## config.mk

```make
export PLATFORM = sky130hd
export DESIGN_NAME = document_tokenizer
export DESIGN_NICKNAME = d
export VERILOG_FILES = /design/src/rtl/tkz_pkg.sv /design/src/rtl/tkz_ctrl.sv /design/src/rtl/tkz_dp.sv /design/src/rtl/document_tokenizer.sv
export SDC_FILE = /design/constraint.sdc
export NUM_CORES = 1
export LEC_CHECK = 0
export CORE_MARGIN = 2
export CORE_UTILIZATION = 40
export DETAILED_ROUTE_END_ITERATION = 6
export DONT_BUFFER_PORTS = 1
export SYNTH_ARGS = -nofsm -noshare
export SYNTH_HDL_FRONTEND = slang
export SYNTH_SLANG_ARGS = --single-unit
```

## constraint.sdc

```tcl
create_clock -name clk -period 2.6 [get_ports clk]
set_input_delay 0.39 -clock clk [delete_from_list [all_inputs] [get_ports clk]]
set_output_delay 0.39 -clock clk [all_outputs]
set_load 0.02 [all_outputs]
```

## src/rtl/tkz_pkg.sv

```systemverilog
// Shared constants, types and the command/status bundles of the document tokenizer.
// Used by tkz_ctrl, tkz_dp and document_tokenizer; depends on nothing.

package tkz_pkg;

	localparam int MAX_TOKEN       = 25;
	localparam int DOC_COUNT_BITS  = 16;
	localparam int DOC_LENGTH_BITS = 24;

	// Word letters kept in the buffer, and the widths that follow from it.
	localparam int BUF_DEPTH = MAX_TOKEN - 1;
	localparam int IDX_W     = (BUF_DEPTH > 1) ? $clog2(BUF_DEPTH) : 1;
	localparam int CNT_W     = $clog2(BUF_DEPTH + 1);
	localparam int RAW_W     = $clog2(MAX_TOKEN + 1);

	typedef enum logic [1:0] {
		KIND_WORD = 2'd0,
		KIND_TAG  = 2'd1,
		KIND_ID   = 2'd2
	} kind_t;

	typedef enum logic [1:0] {
		CLS_NONE = 2'd0,
		CLS_WORD = 2'd1,
		CLS_TAG  = 2'd2,
		CLS_ID   = 2'd3
	} cls_t;

	typedef enum logic {
		ST_RUN   = 1'b0,
		ST_FLUSH = 1'b1
	} ctrl_state_t;

	typedef struct packed {
		logic step;   // process the word accepted this cycle
		logic emit;   // load the next buffered letter into the output register
	} tkz_cmd_t;

	typedef struct packed {
		logic emit_now;     // the input word gives one result at once
		logic flush_start;  // the input word closes a word that is kept
		logic flush_done;   // the letter being flushed is the last one
	} tkz_sts_t;

endpackage

```

## src/rtl/tkz_ctrl.sv

```systemverilog
// Controller of the document tokenizer: run/flush state machine and both handshakes.
// Depends on tkz_pkg; drives tkz_dp through tkz_cmd_t and reads tkz_sts_t.

module tkz_ctrl
	import tkz_pkg::*;
(
	input  logic     clk,
	input  logic     arst_n,
	input  logic     in_valid,
	output logic     in_stall,
	output logic     out_valid,
	input  logic     out_stall,
	input  tkz_sts_t sts,
	output tkz_cmd_t cmd
);

	ctrl_state_t state_q, state_d;
	logic        out_valid_q, out_valid_d;
	logic        out_free;
	logic        accept;

	always_ff @(posedge clk or negedge arst_n) begin
		if (!arst_n) begin
			state_q     <= ST_RUN;
			out_valid_q <= 1'b0;
		end else begin
			state_q     <= state_d;
			out_valid_q <= out_valid_d;
		end
	end

	always_comb begin
		out_free = !out_valid_q || !out_stall;
		state_d  = state_q;
		in_stall = 1'b1;
		accept   = 1'b0;
		cmd      = '0;
		unique case (state_q)
			ST_RUN: begin
				in_stall = !out_free;
				accept   = in_valid && out_free;
				cmd.step = accept;
				if (accept && sts.flush_start) begin
					state_d = ST_FLUSH;
				end
			end
			ST_FLUSH: begin
				cmd.emit = out_free;
				if (out_free && sts.flush_done) begin
					state_d = ST_RUN;
				end
			end
		endcase
		if ((cmd.step && sts.emit_now) || cmd.emit) begin
			out_valid_d = 1'b1;
		end else if (!out_stall) begin
			out_valid_d = 1'b0;
		end else begin
			out_valid_d = out_valid_q;
		end
	end

	assign out_valid = out_valid_q;

`ifndef SYNTHESIS
	a_step_emit_excl: assert property (@(posedge clk) disable iff (!arst_n)
		!(cmd.step && cmd.emit))
		else $error("step and flush emit in the same cycle");

	a_flush_entry: assert property (@(posedge clk) disable iff (!arst_n)
		(cmd.step && sts.flush_start) |=> (state_q == ST_FLUSH))
		else $error("kept word did not start a flush");

	a_flush_hold: assert property (@(posedge clk) disable iff (!arst_n)
		(state_q == ST_FLUSH && !(cmd.emit && sts.flush_done)) |=> (state_q == ST_FLUSH))
		else $error("flush left before its last letter");

	a_no_overwrite: assert property (@(posedge clk) disable iff (!arst_n)
		(out_valid_q && out_stall) |-> (!cmd.step && !cmd.emit))
		else $error("output register loaded while its word is stalled");
`endif

endmodule

```

## src/rtl/tkz_dp.sv

```systemverilog
// Datapath of the document tokenizer: token state, tag matcher, word buffer,
// counters and the output register. Depends on tkz_pkg; commanded by tkz_ctrl.

module tkz_dp
	import tkz_pkg::*;
(
	input  logic                       clk,
	input  logic                       arst_n,
	input  logic [7:0]                 ch,
	input  logic                       line_end,
	input  tkz_cmd_t                   cmd,
	output tkz_sts_t                   sts,
	output logic [7:0]                 out_char,
	output logic [1:0]                 kind,
	output logic                       token_last,
	output logic [DOC_COUNT_BITS-1:0]  doc_count,
	output logic                       doc_closed,
	output logic [DOC_LENGTH_BITS-1:0] doc_length
);

	localparam logic [7:0] CH_SPACE = 8'h20;
	localparam logic [7:0] CH_LT    = 8'h3C;
	localparam logic [7:0] CH_GT    = 8'h3E;
	localparam logic [7:0] CH_SLASH = 8'h2F;
	localparam logic [7:0] CH_UC_C  = 8'h43;
	localparam logic [7:0] CH_UC_D  = 8'h44;
	localparam logic [7:0] CH_UC_N  = 8'h4E;
	localparam logic [7:0] CH_UC_O  = 8'h4F;

	localparam logic [3:0] M_IDLE  = 4'd0;
	localparam logic [3:0] M_OPEN  = 4'd1;
	localparam logic [3:0] M_DOCNO = 4'd7;
	localparam logic [3:0] M_SLASH = 4'd8;
	localparam logic [3:0] M_CLOSE = 4'd12;

	localparam logic [RAW_W-1:0]           RAW_MAX   = RAW_W'(MAX_TOKEN);
	localparam logic [CNT_W-1:0]           CNT_MAX   = CNT_W'(BUF_DEPTH);
	localparam logic [DOC_COUNT_BITS-1:0]  DOCS_MAX  = '1;
	localparam logic [DOC_LENGTH_BITS-1:0] WORDS_MAX = '1;

	// Advances the recogniser for "<DOCNO>" (states 1 to 7) and "</DOC>" (8 to 12).
	function automatic logic [3:0] match_next(input logic [3:0] s, input logic [7:0] c);
		logic [3:0] r;
		r = M_IDLE;
		unique case (s)
			4'd1:    r = (c == CH_UC_D) ? 4'd2 : ((c == CH_SLASH) ? M_SLASH : M_IDLE);
			4'd2:    r = (c == CH_UC_O) ? 4'd3 : M_IDLE;
			4'd3:    r = (c == CH_UC_C) ? 4'd4 : M_IDLE;
			4'd4:    r = (c == CH_UC_N) ? 4'd5 : M_IDLE;
			4'd5:    r = (c == CH_UC_O) ? 4'd6 : M_IDLE;
			4'd6:    r = (c == CH_GT)   ? M_DOCNO : M_IDLE;
			4'd8:    r = (c == CH_UC_D) ? 4'd9 : M_IDLE;
			4'd9:    r = (c == CH_UC_O) ? 4'd10 : M_IDLE;
			4'd10:   r = (c == CH_UC_C) ? 4'd11 : M_IDLE;
			4'd11:   r = (c == CH_GT)   ? M_CLOSE : M_IDLE;
			default: r = M_IDLE;
		endcase
		return r;
	endfunction

	// Token state
	cls_t                       cls_q, cls_d;
	logic [CNT_W-1:0]           lc_q, lc_d;
	logic [RAW_W-1:0]           raw_q, raw_d;
	logic [7:0]                 held_q, held_d;
	logic                       held_valid_q, held_valid_d;
	logic [3:0]                 match_q, match_d;
	logic                       pending_q, pending_d;
	logic [DOC_COUNT_BITS-1:0]  docs_q, docs_d;
	logic [DOC_LENGTH_BITS-1:0] words_q, words_d;
	logic [IDX_W-1:0]           flush_idx_q;
	logic [IDX_W-1:0]           flush_last_q;

	logic [7:0] word_buf [BUF_DEPTH];

	// Result of the current input word
	logic                       delim;
	logic                       is_letter;
	logic [7:0]                 lower_ch;
	logic                       buf_we;
	cls_t                       eff_cls;
	logic                       emit_now;
	logic                       flush_start;
	logic [7:0]                 e_char;
	kind_t                      e_kind;
	logic                       e_last;
	logic                       e_closed;
	logic [DOC_LENGTH_BITS-1:0] e_len;

	// Output register
	logic [7:0]                 out_char_q;
	kind_t                      kind_q;
	logic                       last_q;
	logic [DOC_COUNT_BITS-1:0]  count_q;
	logic                       closed_q;
	logic [DOC_LENGTH_BITS-1:0] len_q;

	always_comb begin
		delim     = line_end || (ch == CH_SPACE);
		is_letter = ((ch >= 8'h61) && (ch <= 8'h7A)) || ((ch >= 8'h41) && (ch <= 8'h5A));
		lower_ch  = ch | 8'h20;

		cls_d        = cls_q;
		lc_d         = lc_q;
		raw_d        = raw_q;
		held_d       = held_q;
		held_valid_d = held_valid_q;
		match_d      = match_q;
		pending_d    = pending_q;
		docs_d       = docs_q;
		words_d      = words_q;
		eff_cls      = cls_q;
		buf_we       = 1'b0;
		emit_now     = 1'b0;
		flush_start  = 1'b0;
		e_char       = held_q;
		e_kind       = KIND_TAG;
		e_last       = 1'b0;
		e_closed     = 1'b0;
		e_len        = '0;

		if (delim) begin
			unique case (cls_q)
				CLS_WORD: begin
					if ((raw_q < RAW_MAX) && (lc_q != '0)) begin
						flush_start = 1'b1;
						if (words_q != WORDS_MAX) begin
							words_d = words_q + 1'b1;
						end
					end
				end
				CLS_TAG: begin
					emit_now = 1'b1;
					e_last   = 1'b1;
					if (match_q == M_CLOSE) begin
						e_closed = 1'b1;
						e_len    = words_q;
						words_d  = '0;
					end else if (match_q == M_DOCNO) begin
						pending_d = 1'b1;
					end
				end
				CLS_ID: begin
					emit_now = 1'b1;
					e_kind   = KIND_ID;
					e_last   = 1'b1;
				end
				CLS_NONE: begin
				end
			endcase
			cls_d        = CLS_NONE;
			lc_d         = '0;
			raw_d        = '0;
			held_d       = '0;
			held_valid_d = 1'b0;
			match_d      = M_IDLE;
		end else begin
			priority if (cls_q == CLS_NONE && pending_q) begin
				eff_cls   = CLS_ID;
				pending_d = 1'b0;
				if (docs_q != DOCS_MAX) begin
					docs_d = docs_q + 1'b1;
				end
			end else if (cls_q == CLS_NONE && ch == CH_LT) begin
				// Opening '<' of a tag is only held; nothing goes out yet.
				eff_cls = CLS_NONE;
				cls_d   = CLS_TAG;
				match_d = M_OPEN;
			end else if (cls_q == CLS_NONE) begin
				eff_cls = CLS_WORD;
			end else if (cls_q == CLS_TAG) begin
				match_d = match_next(match_q, ch);
			end else begin
			end

			unique case (eff_cls)
				CLS_WORD: begin
					cls_d = CLS_WORD;
					if (raw_q < RAW_MAX) begin
						raw_d = raw_q + 1'b1;
					end
					if (is_letter && (lc_q < CNT_MAX)) begin
						buf_we = 1'b1;
						lc_d   = lc_q + 1'b1;
					end
				end
				CLS_TAG, CLS_ID: begin
					cls_d        = eff_cls;
					emit_now     = held_valid_q;
					e_kind       = (eff_cls == CLS_ID) ? KIND_ID : KIND_TAG;
					held_d       = ch;
					held_valid_d = 1'b1;
				end
				CLS_NONE: begin
					held_d       = ch;
					held_valid_d = 1'b1;
				end
			endcase
		end
	end

	always_ff @(posedge clk or negedge arst_n) begin
		if (!arst_n) begin
			cls_q        <= CLS_NONE;
			lc_q         <= '0;
			raw_q        <= '0;
			held_q       <= '0;
			held_valid_q <= 1'b0;
			match_q      <= M_IDLE;
			pending_q    <= 1'b0;
			docs_q       <= '0;
			words_q      <= '0;
			flush_idx_q  <= '0;
			flush_last_q <= '0;
		end else begin
			if (cmd.step) begin
				cls_q        <= cls_d;
				lc_q         <= lc_d;
				raw_q        <= raw_d;
				held_q       <= held_d;
				held_valid_q <= held_valid_d;
				match_q      <= match_d;
				pending_q    <= pending_d;
				docs_q       <= docs_d;
				words_q      <= words_d;
			end
			if (cmd.step && flush_start) begin
				flush_idx_q  <= '0;
				flush_last_q <= IDX_W'(lc_q - CNT_W'(1));
			end else if (cmd.emit) begin
				flush_idx_q <= flush_idx_q + 1'b1;
			end
		end
	end

	// Letters of the open word; entries above the fill count are never read.
	always_ff @(posedge clk) begin
		if (cmd.step && buf_we) begin
			word_buf[lc_q[IDX_W-1:0]] <= lower_ch;
		end
	end

	always_ff @(posedge clk) begin
		if (cmd.step && emit_now) begin
			out_char_q <= e_char;
			kind_q     <= e_kind;
			last_q     <= e_last;
			count_q    <= docs_q;
			closed_q   <= e_closed;
			len_q      <= e_len;
		end else if (cmd.emit) begin
			out_char_q <= word_buf[flush_idx_q];
			kind_q     <= KIND_WORD;
			last_q     <= (flush_idx_q == flush_last_q);
			count_q    <= docs_q;
			closed_q   <= 1'b0;
			len_q      <= '0;
		end
	end

	assign sts.emit_now    = emit_now;
	assign sts.flush_start = flush_start;
	assign sts.flush_done  = (flush_idx_q == flush_last_q);

	assign out_char   = out_char_q;
	assign kind       = kind_q;
	assign token_last = last_q;
	assign doc_count  = count_q;
	assign doc_closed = closed_q;
	assign doc_length = len_q;

endmodule

```

## src/rtl/document_tokenizer.sv

```systemverilog
// Top level of the document tokenizer: joins the controller and the datapath.
// Depends on tkz_pkg, tkz_ctrl and tkz_dp.

// Splits a character stream into tokens on spaces and line ends. Tags (tokens that
// start with '<') and the document id after a <DOCNO> tag come out raw, one
// character a word, held back by one character so that the last one carries
// token_last; the </DOC> tag's last word carries doc_closed and doc_length. Other
// tokens are words: letters only, lower case, dropped when too long or empty, and
// sent out when their delimiter arrives. Intake runs at one character a clock except
// when stalled. A kept word's delimiter stalls intake while its letters leave the
// buffer through a single read port, one each cycle that the output register is free.
// Each result sits in an output register, and intake pauses while it waits to be taken.

module document_tokenizer
	import tkz_pkg::*;
(
	input  logic                       clk,
	input  logic                       arst_n,
	input  logic                       in_valid,
	output logic                       in_stall,
	input  logic [7:0]                 ch,
	input  logic                       line_end,
	output logic                       out_valid,
	input  logic                       out_stall,
	output logic [7:0]                 out_char,
	output logic [1:0]                 kind,
	output logic                       token_last,
	output logic [DOC_COUNT_BITS-1:0]  doc_count,
	output logic                       doc_closed,
	output logic [DOC_LENGTH_BITS-1:0] doc_length
);

	tkz_cmd_t cmd;
	tkz_sts_t sts;

	tkz_ctrl u_ctrl (
		.clk       (clk),
		.arst_n    (arst_n),
		.in_valid  (in_valid),
		.in_stall  (in_stall),
		.out_valid (out_valid),
		.out_stall (out_stall),
		.sts       (sts),
		.cmd       (cmd)
	);

	tkz_dp u_dp (
		.clk        (clk),
		.arst_n     (arst_n),
		.ch         (ch),
		.line_end   (line_end),
		.cmd        (cmd),
		.sts        (sts),
		.out_char   (out_char),
		.kind       (kind),
		.token_last (token_last),
		.doc_count  (doc_count),
		.doc_closed (doc_closed),
		.doc_length (doc_length)
	);

endmodule

```

-- Yosys cells after proc, flatten, opt, wreduce, memory -nomap -nowiden
Memory sizes are Yosys's and may differ from the RTL's.
Cells that the tools add are included.
- memories: 1
- bits of input ports: 13
- output and inout bits: 54
- register bits after elaboration: 130
- word-level logic and storage cells: 204
- bits in writable memories: 168
- reduce and logical (&&, ||, !) cells: 43
- bitwise logic cells: 2
- add/sub/neg operators: 6
- eq/ne operators: 39
- multiplexer cells: 88
- magnitude comparators: 6
- memories (memory ; depth ; width ; read ports ; clocked after memory_dff ; write ports ; line ; text):
    u_dp.word_buf ; 24 ; 7 ; 1 ; 0 ; 1 ; tkz_dp.sv:74 ; logic [7:0] word_buf [BUF_DEPTH];
- operators by type and width (operator ; number):
    2-to-1 mux 24 bit ; 8
    case mux 24 bit (2 select lines) ; 1
    2-to-1 mux 4 bit ; 11
    2-to-1 mux 5 bit ; 8
    case mux 4 bit (10 select lines) ; 1
    2-to-1 mux 1 bit ; 33
    == test 8 x 6 -> 1 bit, second input constant ; 4
    == test 8 x 7 -> 1 bit, second input constant ; 4
    2-to-1 mux 16 bit ; 2
    2-to-1 mux 8 bit ; 4
    2-to-1 mux 2 bit ; 14
    adder 24 x 1 -> 24 bit, second input constant ; 1
    inequality test 24 bit, second input constant ; 1
    == test 4 bit, second input constant ; 5
    adder 16 x 1 -> 16 bit, second input constant ; 1
    == test 4 x 3 -> 1 bit, second input constant ; 4
    greater-or-equal comparator 8 x 7 -> 1 bit, second input constant ; 2
    <= comparator 8 x 7 -> 1 bit, second input constant ; 2
    inequality test 16 bit, second input constant ; 1
    nonzero test 2 bit ; 8
    adder 5 x 1 -> 5 bit, second input constant ; 3
    logical AND 1 bit ; 12
    2-to-1 mux 3 bit ; 4
    less-than comparator 5 bit, second input constant ; 2
    26 further kinds ; 48

-- Longest topological paths before layout
Gate-level depths: netlist (run 1).
- depth in word-level cells: 12
- depth in mapped cells: 9
- depth with buffers taken out: 6

-- Modules after synthesis
Synthesis (run 1) repeated with hierarchy kept, for this count alone.
- cell total of the unflattened synthesis: 862
- area, all modules: 12694.7 sq um
- by module, submodules not included (module ; area each (sq um) ; cells each ; instances ; sequential area each (sq um)):
    tkz_dp ; 12590.8 ; 852 ; 1 ; 8508.2
    tkz_ctrl ; 103.8 ; 10 ; 1 ; 50.0

-- Least setup slack after synthesis (run 1)
No wires, ideal clock.
- path kind: in2reg
- start point: input port ch[0]
- end point: register u_dp.closed_q, in the netlist u_dp.doc_closed, enable pin
- cell stages on the path: 6
- library setup time: 0.387 ns
- arrival: 2.315 ns
- required time: 2.213 ns
- path slack: -0.102 ns
- path buffers: 2
- cell sequence: buf_2 -> nor4_4 -> a2111oi_0 -> o221a_2 -> clkbuf_1 -> or2_2
- longest elaborated chain between the ends: 11
- elaborated cells between the ends (all ways): 14
- classes of those cells: eq/ne (4); mux (5); reduce/logical (5)
- RTL lines (element ; line ; text):
    from (decl) ; document_tokenizer.sv:21 ; input logic [7:0] ch,
    == test 8 x 6 -> 1 bit ; tkz_dp.sv:164 ; end else if (cls_q == CLS_NONE && ch == CH_LT) begin
    logical AND 1 bit ; tkz_dp.sv:164 ;
    2-to-1 mux 2 bit ; tkz_dp.sv:164 ;
    2-to-1 mux 2 bit ; tkz_dp.sv:158 ; priority if (cls_q == CLS_NONE && pending_q) begin
    2-to-1 mux 2 bit ; tkz_dp.sv:122 ; if (delim) begin
    == test 2 bit ; tkz_dp.sv:176 ; unique case (eff_cls)
    OR reduction 2 bit ; tkz_dp.sv:176 ;
    2-to-1 mux 1 bit ; tkz_dp.sv:176 ;
    2-to-1 mux 1 bit (*) ; tkz_dp.sv:122 ;
    logical AND 1 bit (*) ; tkz_dp.sv:244 ; if (cmd.step && emit_now) begin
    nonzero test 2 bit (no source line) (*) ; - ;
    to (signal assigned) ; tkz_dp.sv:249 ; closed_q <= e_closed;
    to (decl) ; tkz_dp.sv:95 ; logic closed_q;
Mark *: on every way between the ends. The rest lies on a longest branch, timed or not. The select of a mux whose other input is x is not followed.
A chain may end at the register's enable or synchronous reset.

-- Worst setup path after layout (run 1)
- start point: register u_ctrl.out_valid_q, in the netlist u_ctrl.out_valid
- end point: register u_dp.len_q[0], in the netlist u_dp.doc_length[0] (data pin)
- longest elaborated chain between the ends: 6
- RTL lines (element ; line ; text):
    from (decl) ; tkz_ctrl.sv:18 ; logic out_valid_q, out_valid_d;
    from (signal assigned) ; tkz_ctrl.sv:28 ; out_valid_q <= out_valid_d;
    zero test 1 bit ; tkz_ctrl.sv:33 ; out_free = !out_valid_q || !out_stall;
    logical OR 1 bit ; tkz_ctrl.sv:33 ;
    logical AND 1 bit ; tkz_ctrl.sv:41 ; accept = in_valid && out_free;
    2-to-1 mux 1 bit ; tkz_ctrl.sv:38 ; unique case (state_q)
    logical AND 1 bit ; tkz_dp.sv:244 ;
    2-to-1 mux 24 bit ; tkz_dp.sv:244 ;
    to (signal assigned) ; tkz_dp.sv:250 ; len_q <= e_len;
    to (decl) ; tkz_dp.sv:96 ; logic [DOC_LENGTH_BITS-1:0] len_q;
Every way passes these cells.

==> results of run 1 <==
## cell usage after synthesis (all sizes together) (5+ instances only)
library cell and n:
nor4 5, xnor2 20, nor2b 7, inv 13, xor2 7, a21oi 24, buf 23, nand3 36
and3 7, a31oi 12, nor2 53, dfrtp 78, clkbuf 33, o31ai 38, o21ai 38, o41ai 5
and2 35, nor4b 6, o211ai 13, mux4 42, nand2b 6, mux2i 16, edfxtp 220, a22o 8
nand4 21, ha 9, nand2 60, nor3 10
## critical path, delay by kind of cell (launching register included)
kind | cells | cell delay, ps
buffers and inverters | 2 | 450
AND/OR/NAND/NOR | 4 | 1140
flip-flops | 1 | 380
AO/OA/AOI/OAI | 1 | 250
## state kept, by name (all words and copies together) (netlist names), 8 cells and up
signal           cells
u_dp.doc_count      16
u_dp.doc_length     24
u_dp.docs_q         16
u_dp.e_char          8
u_dp.out_char        8
u_dp.word_buf      168
u_dp.words_q        24
## path summary, 6_finish.rpt
kind,endpoint,cells after the start,startpoint,slack [ps]
max in group asynchronous,u_dp.match_q[3]$_DFFE_PN0P_,2,arst_n,1870
setup / recovery,u_dp.doc_length[0]$_SDFFCE_PN0P_,7,u_ctrl.out_valid$_DFFE_PN0P_,230
setup reg to reg,u_dp.doc_length[0]$_SDFFCE_PN0P_,7,u_ctrl.out_valid$_DFFE_PN0P_,230
hold reg to reg,u_dp.docs_q[8]$_DFFE_PN0P_,1,u_dp.docs_q[8]$_DFFE_PN0P_,490
hold / removal,u_ctrl.state_q$_DFF_PN0_,2,out_stall,60
min in group asynchronous,u_dp.docs_q[3]$_DFFE_PN0P_,2,arst_n,390
## metal layers
| metal | GRT usage (%) | up-vias | part of all wire (%) |
|---|---|---|---|
| li1 | - | 3538 | - |
| met1 | 24.1 | 3768 | 46 |
| met2 | 24.8 | 221 | 45 |
| met3 | 3.23 | 43 | 6.4 |
| met4 | 4.48 | 0 | 2.2 |
| met5 | 0 | - | 0 |
## layout make-up
type	count	area share, %
Inverter	13	0.332
Multi-Input combinational cell	523	27.5
Clock inverter	23	1.19
Timing Repair Buffer	63	3.85
Tap cell	402	3.42
Sequential cell	298	58.3
Antenna cell	2	0.0341
Clock buffer	34	5.36
## what timing repair did
| action | 4_1_cts | 5_1_grt |
|---|---|---|
| gates resized for setup | 0 | 1 |
| setup endpoints to repair | 0 | 124 |
| hold buffers | 10 | 0 |
| hold endpoints to repair | 254 | 0 |
## stage by stage
step	worst slack (ps)	hold slack, ps	utilization, %	total power, mW	cells
6_report	229	57.2	46.4	13.1	1358
5_1_grt	91.9	76.5	46.4	13.7	1356
4_1_cts	112	49.4	46.4	13.2	1356
3_5_place_dp	33.7	97.3	43.0	8.98	1289
3_3_place_gp	56.0	97.2	43.0	8.96	1289
2_1_floorplan	141	94.4	-	8.09	890
## power breakdown
part	internal (mW)	switching (mW)	leakage, nW	total, mW
Clock	2.30	1.83	0.465	4.13
Combinational	1.17	1.52	1.57	2.68
Sequential	5.63	0.615	3.07	6.25
Total	9.10	3.96	5.10	13.1
## kinds of logic after synthesis
group                    Yosys count  synth area share [%]
flip-flops                       298                  66.4
AO/OA/AOI/OAI                    166                  8.97
adder cells (fa/ha/maj)            9                 0.873
multiplexers                      60                  8.75
buffers and inverters             69                  2.29
XOR/XNOR                          27                  1.83
AND/OR/NAND/NOR                  261                  10.9
==> run metrics, run 1 <==
worst vdd ir=between 0.0005 and 0.0006 V; Crit. End Element=flop; Via-to-Cell Ratio=about 5.6; max-slew violation count=0; CTS tree=built; Distinct cells, synth=66; Post-synth EDFFs=220; Most common cell on crit path=buf_4; Final Hold Fails=0; drt first pass iters=6; wire per inst=20.0 um; Top Ports=67; Worst EP required=3020 ps; remaining antenna violation count after routing=0; Sum Neg Setup Slack=0 ps; TritonCTS Buffers=31; Leak=5.10 nW; Mapped Area=12900 um2; Die Wd=184 um; die area=approximately 34000 um2; total placed instance area=between 10000 and 15000 um2; fraction of registers with async set/reset=26.2%; site row count=65; Clock Latency Late Sink=560 ps; Starting Density=40.8%; GRT Residual Overflow=0; share of cells above drive strength 1=approximately 17%; most frequent cells in the layout=220 x edfxtp_1, 76 x dfrtp_1, 60 x nand2_1; vias=7570; final setup fails=0; clock buffer depth=3; global-route wire length before repair=43100 um; Power Dens Cells=889 nW/um2; Worst path max stage delay=490 ps; pin count of the biggest net entering global routing=79; flops & latches, synth=298; Post-CTS Setup Bufs=0; top cells by area, synth=edfxtp_1 51%, dfrtp_1 15%, mux4_2 7.3%, o31ai_1 2.2%, nand2_1 1.7%; nets=between 900 and 1000; Clk Tree Root Cell=clkbuf_16; Max-slew headroom=between 20% and 30%; Ys Warns=0; # DRC=0; initial antenna violation count=2; Die H=184 um; WS Path Type=reg2reg; Reg area=8560 um2; Mapped Nets=a little over 900; Highest Clock Rate=roughly 420 MHz; worst clock skew=roughly 9 ps; Slew @ Worst Pin=1110 ps; DRT iter0 DRCs=662; gr usage total=between 15 and 20%; Worst-path clk slew=60 ps; crit share post-route=91.2%; number of global-route vias before repair=7311; status=completed; Routed WL=27100 um; multi-input logic area=between 4000 and 5000 um2; CP Launch Type=flop; Fill cells=2734; CP Max Fanout=15; Crit path arrival time=~2800 ps; CP cell instances=a21oi_1, and2_0, buf_4, nand2_1, nor3_2, buf_4, and2_1; leading area contributor after synthesis=edfxtp_1; max-cap violations=0; Clock Sinks=about 300; core area=31600 um2; final instance area=roughly 15000 um2; Synth Flop Type=edfxtp_1; DP HPWL=17400 um; H-tree Lvls=1; RSZ-0062 raised after global routing=no; Min Clock Period, post-route=approximately 2400 ps; Final Wtd Congestion=0.872; CP max-delay cell=and2_0; PortBufs=0; share of the synthesized area in the top cell type=51.2%; Avg Cell Area, Syn=roughly 14 um2; Cells after Synth=890; sequential area share after synthesis=about two thirds; commonest non-fill, non-tap cell in the layout=edfxtp_1; min-delay worst type=in2reg; Area growth, synth to finish=13.9%
(Power assumes the default switching activity.)
==> run 2, diff against run 1 <==
SLEW_MARGIN = 5   (was unset)
clock period = 2.1 ns   (was 2.6 ns; I/O delays follow)
==> run 2 against run 1 <==
The run now ends with negative setup slack left. Core utilization increased by 3.6 points. Non-clock buffer count grew 66. Cell count is 4.6% higher. Power grew 33%. Critical path depth shrank 1. Fmax is 10% higher. Worst setup slack lost 280 ps. Sequential power is 22% higher. Global-route usage is 0.85 points higher. Critical path type unchanged. Largest cell class unchanged. Highest routed layer unchanged.
==> run metrics, run 2 (same netlist as run 1, synthesis figures left out) <==
Clock Latency Late Sink=550 ps (about the same); DP HPWL=18700 um (+7.9%); Top Ports=67 (unchanged); Crit path arrival time=2560 ps (-230 ps); min-delay worst type=in2reg; Buf/Inv on CP=1 (-1); PortBufs=0 (unchanged); nets=1018 (+6.9%); commonest non-fill, non-tap cell in the layout=edfxtp_1; Clock Sinks=298 (unchanged); Die Wd=184 um (unchanged); CP max-delay cell=o31ai_1; WHS=55.5 ps (-1.74 ps); Starting Density=40.8% (unchanged); max-slew violation count=0 (unchanged); Crit. End Element=flop; Final Hold Fails=0 (unchanged); most frequent cells in the layout=220 x edfxtp_1, 89 x buf_4, 76 x dfrtp_1; Area growth, synth to finish=22.7%; Worst path max stage delay=480 ps (about the same); DRT iter0 DRCs=659 (-0.45%); remaining antenna violation count after routing=0 (unchanged); Worst-path clk slew=60 ps (about the same); crit share post-route=103% (+11 points); CP Max Fanout=26 (+11); clock buffer depth=3 (unchanged); CP cell instances=o311a_4, a31oi_4, o211ai_4, buf_4, o31ai_1, o41ai_4; Via-to-Cell Ratio=5.53 (-0.80%); Max-slew headroom=24.4% (-1.6 points); worst vdd ir=0.000722 V (+23%); RSZ-0062 raised after global routing=yes; Clk Tree Root Cell=clkbuf_16; global-route wire length before repair=45100 um (+4.7%); Power Dens Cells=1100 nW/um2 (+24%); Highest Clock Rate=464 MHz (+10%); initial antenna violation count=0 (-2); max-cap violations=0 (unchanged); core area=31600 um2 (unchanged); diode count=0 (-2); Logic pwr share=24.1% (+3.6 points); Slew @ Worst Pin=1130 ps (+24.3 ps); total placed instance area=14400 um2 (+5.6%); worst clock skew=15.5 ps (+6.56 ps); Internal Power=12.3 mW (+35%); CTS tree=built; final instance area=15800 um2 (+7.7%); sequential cell fraction of total power=43.9% (-3.9 points); gr usage total=17.2% (+0.85 points); site row count=65 (unchanged); share of cells above drive strength 1=27.5% (+10 points); GRT Residual Overflow=0 (unchanged); # DRC=0 (unchanged); total power=17.4 mW (+33%); CP Launch Type=flop; H-tree Lvls=1 (unchanged); vias=7852 (+3.7%); max reg flops=168 (unchanged); final worst slack=-55.1 ps (-284 ps); Routed WL=28800 um (+6.1%); number of global-route vias before repair=7673 (+5.0%); Final Wtd Congestion=0.833 (-4.4%); P_sw=5.08 mW (+28%); failing checks=negative setup slack; final setup fails=14 (+14); Worst EP required=2510 ps (-510 ps); WS Path Type=reg2reg; wire per inst=20.3 um (+1.5%); clock group share of total power=32.0% (+0.4 points); die area=33700 um2 (unchanged); Die H=184 um (unchanged); crit-path leading delay family=compound AO/OA/AOI/OAI gates; status=finished, violations left; Switching Share=29.2% (-1.1 points); TritonCTS Buffers=30 (-3.2%); drt first pass iters=5 (-1); Min Clock Period, post-route=2160 ps (-216 ps); Leak=5.61 nW (+9.9%); pin count of the biggest net entering global routing=79 (unchanged); Fill cells=2633 (-3.7%)
-- run 2: changes by cell type in the layout (fill, tap and decap cells not counted), moves of 6 or more --
cell and delta:
buf_12 +19, buf_4 +40, buf_6 +6, nor2_1 -24
nor2_2 +15, nor2_4 +9, o31ai_1 -6
-- run 2: power groups by stage --
stage / Clock (mW) / Sequential [mW] / Combinational, mW
after detailed placement: 0 / 7.75 / 3.84
after global placement: 0 / 7.74 / 3.81
after floorplan: 0 / 7.63 / 2.41
after global routing: 5.87 / 7.70 / 4.57
final: 5.56 / 7.64 / 4.20
after CTS: 5.67 / 7.63 / 4.05
-- run 2: cell type report --
cell class                 instances  area (um2)  area share (%)
sequential                       298        8560            54.1
multi-input combinational        524        4340            27.5
timing repair buffer             129        1320            8.37
clock buffer                      37         828            5.24
tap                              402         503            3.18
clock inverter                    17         213            1.34
inverter                          13        48.8           0.308
-- run 2: path summary, 6_finish.rpt --
check / from / end / slack [ps] / cells past startpoint
max reg2reg: u_dp.raw_q[0]$_DFFE_PN0P_ / u_dp.words_q[6]$_DFFE_PN0P_ / -60 / 6
max: u_dp.raw_q[0]$_DFFE_PN0P_ / u_dp.words_q[6]$_DFFE_PN0P_ / -60 / 6
min: line_end / u_dp.lc_q[2]$_DFFE_PN0P_ / 60 / 3
min in group asynchronous: arst_n / u_dp.docs_q[7]$_DFFE_PN0P_ / 350 / 2
max in group asynchronous: arst_n / u_dp.match_q[1]$_DFFE_PN0P_ / 1410 / 2
min reg2reg: u_dp.docs_q[8]$_DFFE_PN0P_ / u_dp.docs_q[8]$_DFFE_PN0P_ / 500 / 1
-- run 2: repair_timing --
item,CTS,global route
hold buffers,11,0
setup buffers,4,8
endpoints found under the hold margin,255,0
pin swaps,2,13
endpoints found under the setup margin,177,254
resized for setup,8,32
gates cloned,1,0
-- run 2: worst register-to-register path: stages (launching register included) --
cell	delay, ps
dfrtp_1	400
o311a_4	410
a31oi_4	200
o211ai_4	110
buf_4	240
o31ai_1	490
o41ai_4	170
-- run 2: layer usage --
layer / share of wire, % / routed length, um / GRT usage [%] / vias up
li1: - / - / - / 3659
met1: 47 / 13500 / 25.1 / 3913
met2: 45 / 12800 / 26.3 / 237
met3: 6.2 / 1790 / 3.63 / 43
met4: 2.3 / 671 / 4.48 / 0
met5: 0 / 0 / 0 / -
-- run 2: through the flow --
step	setup TNS (ps)	worst slack, ps	instances	utilization, %
final	-178	-55.1	1420	50.0
after global routing	-6300	-84.8	1420	50.0
after CTS	0	1.57	1412	49.3
after detailed placement	-43960	-304	1342	45.4
after global placement	-34400	-250	1342	45.4
after floorplan	-14610	-108	890	-
